[src/hw/rtl/fsnp_pkg.sv]
package fsnp_pkg;

   // character codes
   localparam logic [7:0] NUL_BYTE    = 8'h00;
   localparam logic [7:0] SPACE_BYTE  = 8'h20;
   localparam logic [7:0] DOT_BYTE    = 8'h2E;
   localparam logic [7:0] LOWER_A     = 8'h61;
   localparam logic [7:0] LOWER_Z     = 8'h7A;
   localparam logic [7:0] CASE_OFFSET = 8'd32;

   // 8.3 field sizes
   localparam logic [3:0] BASE_LEN = 4'd8;
   localparam logic [1:0] EXT_LEN  = 2'd3;

   localparam logic [63:0] BASE_SPACES = {8{SPACE_BYTE}};
   localparam logic [23:0] EXT_SPACES  = {3{SPACE_BYTE}};

   // one packed short name
   typedef struct packed {
      logic [63:0] base_part;
      logic [23:0] ext_part;
      logic        name_ok;
   } result_type;

   // 0 or space ends a name
   function automatic logic is_term(input logic [7:0] ch);
      is_term = (ch == NUL_BYTE) || (ch == SPACE_BYTE);
   endfunction

   // a..z to upper case, everything else unchanged
   function automatic logic [7:0] fold_case(input logic [7:0] ch);
      if ((ch >= LOWER_A) && (ch <= LOWER_Z)) begin
         fold_case = ch - CASE_OFFSET;
      end else begin
         fold_case = ch;
      end
   endfunction

endpackage

[src/hw/rtl/fsnp_in_stage.sv]
module fsnp_in_stage (
   input  logic       clock,
   input  logic       reset,
   input  logic       req_valid,
   output logic       req_ready,
   input  logic [7:0] req_name_byte,
   input  logic       in_take,
   output logic       in_vld,
   output logic [7:0] in_byte
);

   logic       in_vld_ff;
   logic       in_vld_in;
   logic [7:0] in_byte_ff;

   // slot is free when empty or being consumed this cycle
   assign req_ready = !in_vld_ff || in_take;

   always_comb begin
      in_vld_in = in_vld_ff;
      if (req_valid && req_ready) begin
         in_vld_in = 1'b1;
      end else if (in_take) begin
         in_vld_in = 1'b0;
      end
   end

   always_ff @(posedge clock) begin
      if (reset) begin
         in_vld_ff <= 1'b0;
      end else begin
         in_vld_ff <= in_vld_in;
      end
   end

   // byte register, loaded on each input transfer
   always_ff @(posedge clock) begin
      if (req_valid && req_ready) begin
         in_byte_ff <= req_name_byte;
      end
   end

   assign in_vld  = in_vld_ff;
   assign in_byte = in_byte_ff;

endmodule

[src/hw/rtl/fsnp_core.sv]
module fsnp_core (
   input  logic                 clock,
   input  logic                 reset,
   input  logic                 in_vld,
   input  logic [7:0]           in_byte,
   input  logic                 out_free,
   output logic                 in_take,
   output logic                 res_load,
   output fsnp_pkg::result_type res
);

   logic [63:0] base_bytes_ff, base_bytes_in;
   logic [23:0] ext_bytes_ff, ext_bytes_in;
   logic [3:0]  base_count_ff, base_count_in;
   logic [1:0]  ext_count_ff, ext_count_in;
   logic        in_ext_ff, in_ext_in;
   logic        failed_ff, failed_in;

   logic       term;
   logic [7:0] ch;
   logic       base_wr;
   logic       ext_wr;

   assign term = fsnp_pkg::is_term(in_byte);
   assign ch   = fsnp_pkg::fold_case(in_byte);

   // a terminator waits for the result slot, other bytes never stall
   assign in_take  = in_vld && (!term || out_free);
   assign res_load = in_vld && term && out_free;

   // result is the name as stored so far
   always_comb begin
      res.base_part = base_bytes_ff;
      res.ext_part  = ext_bytes_ff;
      res.name_ok   = !failed_ff && (base_count_ff != 4'd0);
   end

   // next state
   always_comb begin
      base_bytes_in = base_bytes_ff;
      ext_bytes_in  = ext_bytes_ff;
      base_count_in = base_count_ff;
      ext_count_in  = ext_count_ff;
      in_ext_in     = in_ext_ff;
      failed_in     = failed_ff;
      base_wr       = 1'b0;
      ext_wr        = 1'b0;

      if (in_take) begin
         if (term) begin
            // back to the empty name
            base_bytes_in = fsnp_pkg::BASE_SPACES;
            ext_bytes_in  = fsnp_pkg::EXT_SPACES;
            base_count_in = 4'd0;
            ext_count_in  = 2'd0;
            in_ext_in     = 1'b0;
            failed_in     = 1'b0;
         end else if (!failed_ff) begin
            if (in_byte == fsnp_pkg::DOT_BYTE) begin
               // only one dot, and only after a non-empty base
               if (!in_ext_ff && (base_count_ff != 4'd0)) begin
                  in_ext_in = 1'b1;
               end else begin
                  failed_in = 1'b1;
               end
            end else if (in_ext_ff) begin
               if (ext_count_ff == fsnp_pkg::EXT_LEN) begin
                  failed_in = 1'b1;
               end else begin
                  ext_wr       = 1'b1;
                  ext_count_in = ext_count_ff + 2'd1;
               end
            end else begin
               if (base_count_ff >= fsnp_pkg::BASE_LEN) begin
                  failed_in = 1'b1;
               end else begin
                  base_wr       = 1'b1;
                  base_count_in = base_count_ff + 4'd1;
               end
            end
         end
      end

      // byte lane writes, first character in the top lane
      for (int i = 0; i < 8; i++) begin
         if (base_wr && (base_count_ff[2:0] == 3'(i))) begin
            base_bytes_in[63 - 8*i -: 8] = ch;
         end
      end
      for (int j = 0; j < 3; j++) begin
         if (ext_wr && (ext_count_ff == 2'(j))) begin
            ext_bytes_in[23 - 8*j -: 8] = ch;
         end
      end
   end

   always_ff @(posedge clock) begin
      if (reset) begin
         base_bytes_ff <= fsnp_pkg::BASE_SPACES;
         ext_bytes_ff  <= fsnp_pkg::EXT_SPACES;
         base_count_ff <= 4'd0;
         ext_count_ff  <= 2'd0;
         in_ext_ff     <= 1'b0;
         failed_ff     <= 1'b0;
      end else begin
         base_bytes_ff <= base_bytes_in;
         ext_bytes_ff  <= ext_bytes_in;
         base_count_ff <= base_count_in;
         ext_count_ff  <= ext_count_in;
         in_ext_ff     <= in_ext_in;
         failed_ff     <= failed_in;
      end
   end

endmodule

[src/hw/rtl/fsnp_out_reg.sv]
module fsnp_out_reg (
   input  logic                 clock,
   input  logic                 reset,
   input  logic                 res_load,
   input  fsnp_pkg::result_type res,
   output logic                 out_free,
   output logic                 rsp_valid,
   input  logic                 rsp_ready,
   output logic [63:0]          rsp_base_part,
   output logic [23:0]          rsp_ext_part,
   output logic                 rsp_name_ok
);

   logic                 rsp_valid_ff;
   logic                 rsp_valid_in;
   fsnp_pkg::result_type res_ff;

   // free when empty or draining this cycle
   assign out_free = !rsp_valid_ff || rsp_ready;

   always_comb begin
      rsp_valid_in = rsp_valid_ff;
      if (res_load) begin
         rsp_valid_in = 1'b1;
      end else if (rsp_ready) begin
         rsp_valid_in = 1'b0;
      end
   end

   always_ff @(posedge clock) begin
      if (reset) begin
         rsp_valid_ff <= 1'b0;
      end else begin
         rsp_valid_ff <= rsp_valid_in;
      end
   end

   always_ff @(posedge clock) begin
      if (res_load) begin
         res_ff <= res;
      end
   end

   assign rsp_valid     = rsp_valid_ff;
   assign rsp_base_part = res_ff.base_part;
   assign rsp_ext_part  = res_ff.ext_part;
   assign rsp_name_ok   = res_ff.name_ok;

endmodule

[src/hw/rtl/fat_short_name_packer_top.sv]
// FAT 8.3 short-name packer. Feed a file name one byte per transfer on the
// req_ channel; a byte of 0x00 or 0x20 ends the name and produces one result
// on the rsp_ channel: eight space-padded base bytes (first character in bits
// 63:56), three space-padded extension bytes (first in bits 23:16) and
// name_ok, set when the name fits 8.3 with a non-empty base and at most one
// dot after it. Letters a-z are stored upper case. One byte is accepted every
// cycle while no terminator is stalled; a name byte updates the state register
// at the clock edge after its transfer, and a result is loaded into the rsp_
// register once its terminator, held in the input register, finds that register
// free. Only a terminator can stall, when the result register still holds an
// untaken result; req_ready then follows rsp_ready in the same cycle.
module fat_short_name_packer_top (
   input  logic        clock,
   input  logic        reset,
   input  logic        req_valid,
   output logic        req_ready,
   input  logic [7:0]  req_name_byte,
   output logic        rsp_valid,
   input  logic        rsp_ready,
   output logic [63:0] rsp_base_part,
   output logic [23:0] rsp_ext_part,
   output logic        rsp_name_ok
);

   logic                 in_take;
   logic                 in_vld;
   logic [7:0]           in_byte;
   logic                 out_free;
   logic                 res_load;
   fsnp_pkg::result_type res;

   // input register
   fsnp_in_stage u_in_stage (
      .clock         (clock),
      .reset         (reset),
      .req_valid     (req_valid),
      .req_ready     (req_ready),
      .req_name_byte (req_name_byte),
      .in_take       (in_take),
      .in_vld        (in_vld),
      .in_byte       (in_byte)
   );

   // name state and packing
   fsnp_core u_core (
      .clock    (clock),
      .reset    (reset),
      .in_vld   (in_vld),
      .in_byte  (in_byte),
      .out_free (out_free),
      .in_take  (in_take),
      .res_load (res_load),
      .res      (res)
   );

   // result register
   fsnp_out_reg u_out_reg (
      .clock         (clock),
      .reset         (reset),
      .res_load      (res_load),
      .res           (res),
      .out_free      (out_free),
      .rsp_valid     (rsp_valid),
      .rsp_ready     (rsp_ready),
      .rsp_base_part (rsp_base_part),
      .rsp_ext_part  (rsp_ext_part),
      .rsp_name_ok   (rsp_name_ok)
   );

endmodule

[config.mk]
export PLATFORM = sky130hd
export DESIGN_NAME = fat_short_name_packer_top
export DESIGN_NICKNAME = d
export VERILOG_FILES = /design/src/hw/rtl/fsnp_pkg.sv /design/src/hw/rtl/fsnp_in_stage.sv /design/src/hw/rtl/fsnp_core.sv /design/src/hw/rtl/fsnp_out_reg.sv /design/src/hw/rtl/fat_short_name_packer_top.sv
export SDC_FILE = /design/constraint.sdc
export NUM_CORES = 1
export LEC_CHECK = 0
export CAP_MARGIN = 20
export CORE_MARGIN = 1.5
export CORE_UTILIZATION = 55
export DETAILED_ROUTE_END_ITERATION = 8
export DONT_BUFFER_PORTS = 1
export GPL_ROUTABILITY_DRIVEN = 0
export PLACE_DENSITY = 0.7
export SLEW_MARGIN = 25
export SYNTH_ARGS = -nofsm -noshare
export SYNTH_HDL_FRONTEND = slang
export SYNTH_HIERARCHICAL = 1
export SYNTH_SLANG_ARGS = --single-unit
[constraint.sdc]
create_clock -name clock -period 5.4 [get_ports clock]
set_clock_uncertainty 0.2 [all_clocks]
set_input_delay 0.27 -clock clock [delete_from_list [all_inputs] [get_ports clock]]
set_output_delay 0.27 -clock clock [all_outputs]
set_load 0.005 [all_outputs]
==> key figures <==
Status
  – Status: finished clean

Power
  – Switching share of power: 20.15%
  – PwrDens: 357.8 nW/µm²
  – P_sw: 0.5891 mW
  – Clock network power share: 43.1%
  – Cell Int Power: 2.335 mW
  – Sequential share of power: 53.8%
  – Power Total: 2.924 mW
  – Worst vdd ir: 0.0002001 V
  – Combinational Power Share: 3.1%
  – Leak pwr: 2.645 nW

STA
  – Slew @ Worst Pin: 985.6 ps
  – Final TNS setup: 0 ps
  – Fin. max-slew vios: 0
  – Final Critical Period: 3362 ps
  – Period Utilization, post-route: 62.27%
  – Final setup fails: 0
  – Final-report hold violation count: 0
  – Relative slew slack: 33.94%
  – Peak Freq: 0.2974 GHz
  – RSZ-0062 raised after global routing: no

Critical path
  – Worst path max stage delay: 760 ps
  – Critical path's top delay family: simple AND/OR/NAND/NOR gates
  – CP Buf/Inv Count: 2
  – Cells along the critical path: or4_1 > nor4_1 > and3_4 > inv_1 > a21oi_2 > dlygate4sd3_1
  – R2R cell count: 6
  – RR Endpoint: u_out_reg/rsp_valid$_SDFFE_PP0P_
  – Worst R2R Start: u_in_stage/in_byte[0]$_DFFE_PP_
  – Worst setup EP type: flop
  – Critical Path Fanout Max: 35
  – R2R setup slack: 2040 ps
  – Critical Path Slowest Stage Cell: or4_1
  – Worst path arrival time: 3540 ps
  – Worst EP required: 5580 ps
  – CP Class: flop to flop
  – CP startpoint kind: flop

Clock network
  – Later-pin clock latency in the skew report: 430 ps
  – CTS buffer count: 17
  – CTS max path bufs: 2
  – Clk slew on worst S/H paths: 70 ps
  – Clock sink count: 195
  – Clk root buf: clkbuf_16
  – CTS tree: yes
  – CTS resizes: 0
  – Post CTS Setup Buffer Count: 0
  – CTS H-Tree Depth: 4

Die
  – Ports: 103
  – # rows: 42
  – Die X-Extent: 118.5 µm
  – Die Span Y: 118.5 µm
  – Initial Util: 55.87%
  – Die area: 14050 µm²
  – Core area: 13140 µm²

Yosys
  – Syn Area/Cell: 13.59 µm²
  – Mapped Cells: 540
  – Synth top cells by count: dfxtp_1, edfxtp_1, mux2i_1, nand3_1, a21oi_1
  – Ys async rst share: 0%
  – Yosys reg bits: 195
  – Most common cell in the netlist: dfxtp_1
  – EDFF count, synth: 97
  – Share of the synthesized area in the top cell type: 39.69%
  – Ys flop type: dfxtp_1
  – Netlist Area Pre-Place: 7340 µm²
  – Number of library cell types mapped by synthesis: 58
  – Yosys warns: 6
  – Largest area contributor in the netlist: edfxtp_1
  – Syn Nets: 564
  – Register area share after synthesis: 66.42%
  – Ranking of synthesized cells by area: edfxtp_1, dfxtp_1, mux2i_1

Global route
  – Maximum number of pins on one net before global-route repair: 67
  – First-pass GRT wire length: 23.40 mm
  – Met3 Usage GRT: 5.502%
  – GRT met1 Usage: 27.99%
  – Initial antenna violation count: 0
  – Vias in the first global route: 4315
  – M2 GR Usage: 34.88%
  – Overall routing resource usage: 21.90%
  – GR Overflow Total: 0
  – GR peak layer: met2

Detailed routing
  – DRC viols: 0
  – Vias: 4368
  – Final WL: 14.92 mm
  – Routed wire per std cell: 20.56 µm
  – DRT antenna net count: 0
  – DR pass1 iterations: 5
  – Number of DRC markers in iteration 0: 392
  – Vias per cell: 6.017

Min path
  – Hold depth: 2
  – WHS Endpoint: u_core/ext_bytes_ff[13]$_SDFFE_PP1P_
  – HP Class: primary input to flop
  – Hold Startpoint: reset

Layout
  – Area grow syn2layout: 11.37%
  – Share of cells above drive strength 1: 10.91%
  – N_diodes: 0
  – Final Net Count: 561
  – Util after Layout: 62.22%

Placement
  – Dpl hpwl: 9.506 mm
  – Port bufs: 0

Run
  – Max-cap viol count: 0
-- worst register-to-register path, delay by kind of cell, from the launching register on --
kind                   cells  cell delay (ps)
AND/OR/NAND/NOR            3             1770
buffers and inverters      2              710
flip-flops                 1              490
AO/OA/AOI/OAI              1              150
-- per-stage QoR --
step	setup WS, ps	instances	hold WS, ps	area, µm²
final	2038	726	54.54	8174
after global routing	1924	726	61.05	8174
after CTS	2108	726	39.93	8174
after detailed placement	2159	681	136.7	7433
after global placement	2227	680	136.0	7391
after floorplan	1024	540	132.4	7340
-- final cells by class --
class                      count  area (µm²)
timing repair buffer          20       212.7
multi-input combinational    287        2206
clock buffer                  24       504.2
clock inverter                 8       96.34
fill                        1004        4964
sequential                   195        4875
inverter                      16       60.06
tap                          176       220.2
-- power by group through the flow --
stage          registers (mW)  logic, mW  clock network [mW]
2_1_floorplan            1.60     0.0630                   0
3_3_place_gp             1.60     0.0727                   0
3_5_place_dp             1.61     0.0769                   0
4_1_cts                  1.57     0.0901                1.28
5_1_grt                  1.57     0.0973                1.34
6_report                 1.57     0.0903                1.26
-- metal layers --
metal | up-vias | wire length [µm]
met1 | 2165 | 6569
met4 | 0 | 415
met3 | 31 | 739
li1 | 2032 | -
met2 | 140 | 7200
met5 | - | 0
-- cells by family after synthesis --
| logic type | after synthesis | share of synthesized area, % |
|---|---|---|
| flops | 195 | 66.42 |
| simple gates | 136 | 10.79 |
| mux | 72 | 9.836 |
| compound gates | 67 | 7.092 |
| buf+inv | 58 | 3.818 |
| fa+ha+maj | 12 | 2.046 |
-- worst max path at each step --
stage                     cells after the start                               endpoint  slack (ps)                             from
after floorplan                               4   u_out_reg/rsp_base_part[0]$_DFFE_PP_        1020  u_in_stage/in_byte[0]$_DFFE_PP_
after CTS                                     6       u_out_reg/rsp_valid$_SDFFE_PP0P_        2110  u_in_stage/in_byte[0]$_DFFE_PP_
after global routing                          6       u_out_reg/rsp_valid$_SDFFE_PP0P_        1920  u_in_stage/in_byte[0]$_DFFE_PP_
final                                         6       u_out_reg/rsp_valid$_SDFFE_PP0P_        2040  u_in_stage/in_byte[0]$_DFFE_PP_
after detailed placement                      5  u_core/base_bytes_ff[62]$_SDFFE_PP0P_        2160  u_in_stage/in_byte[4]$_DFFE_PP_
after global placement                        3  u_out_reg/rsp_base_part[18]$_DFFE_PP_        2230  u_in_stage/in_byte[0]$_DFFE_PP_
-- placed cells by master (no fill, tap or decap), types with 12 or more instances in the layout --
master,synthesis,layout
nand3_1,70,70
inv_1,16,15
mux2i_1,71,71
ha_1,12,12
dlygate4sd3_1,0,12
edfxtp_1,97,97
nor3_1,13,13
clkbuf_16,0,19
dfxtp_1,98,98
a21oi_1,20,20
nand2_1,12,12
-- registers in the layout, indices dropped and copies added, names as in the netlist, 2 cells and up --
name and count:
u_core/base_bytes_ff 64, u_out_reg/rsp_base_part 64, u_core/ext_bytes_ff 24, u_out_reg/rsp_ext_part 24, u_in_stage/in_byte 8, u_core/base_count_ff 4, u_core/ext_count_ff 2
-- timing repair --
item,4_1_cts,5_1_grt
endpoints found under the setup margin,0,0
hold buffers,13,0
endpoints found under the hold margin,56,0
(Power assumes the default switching activity.)
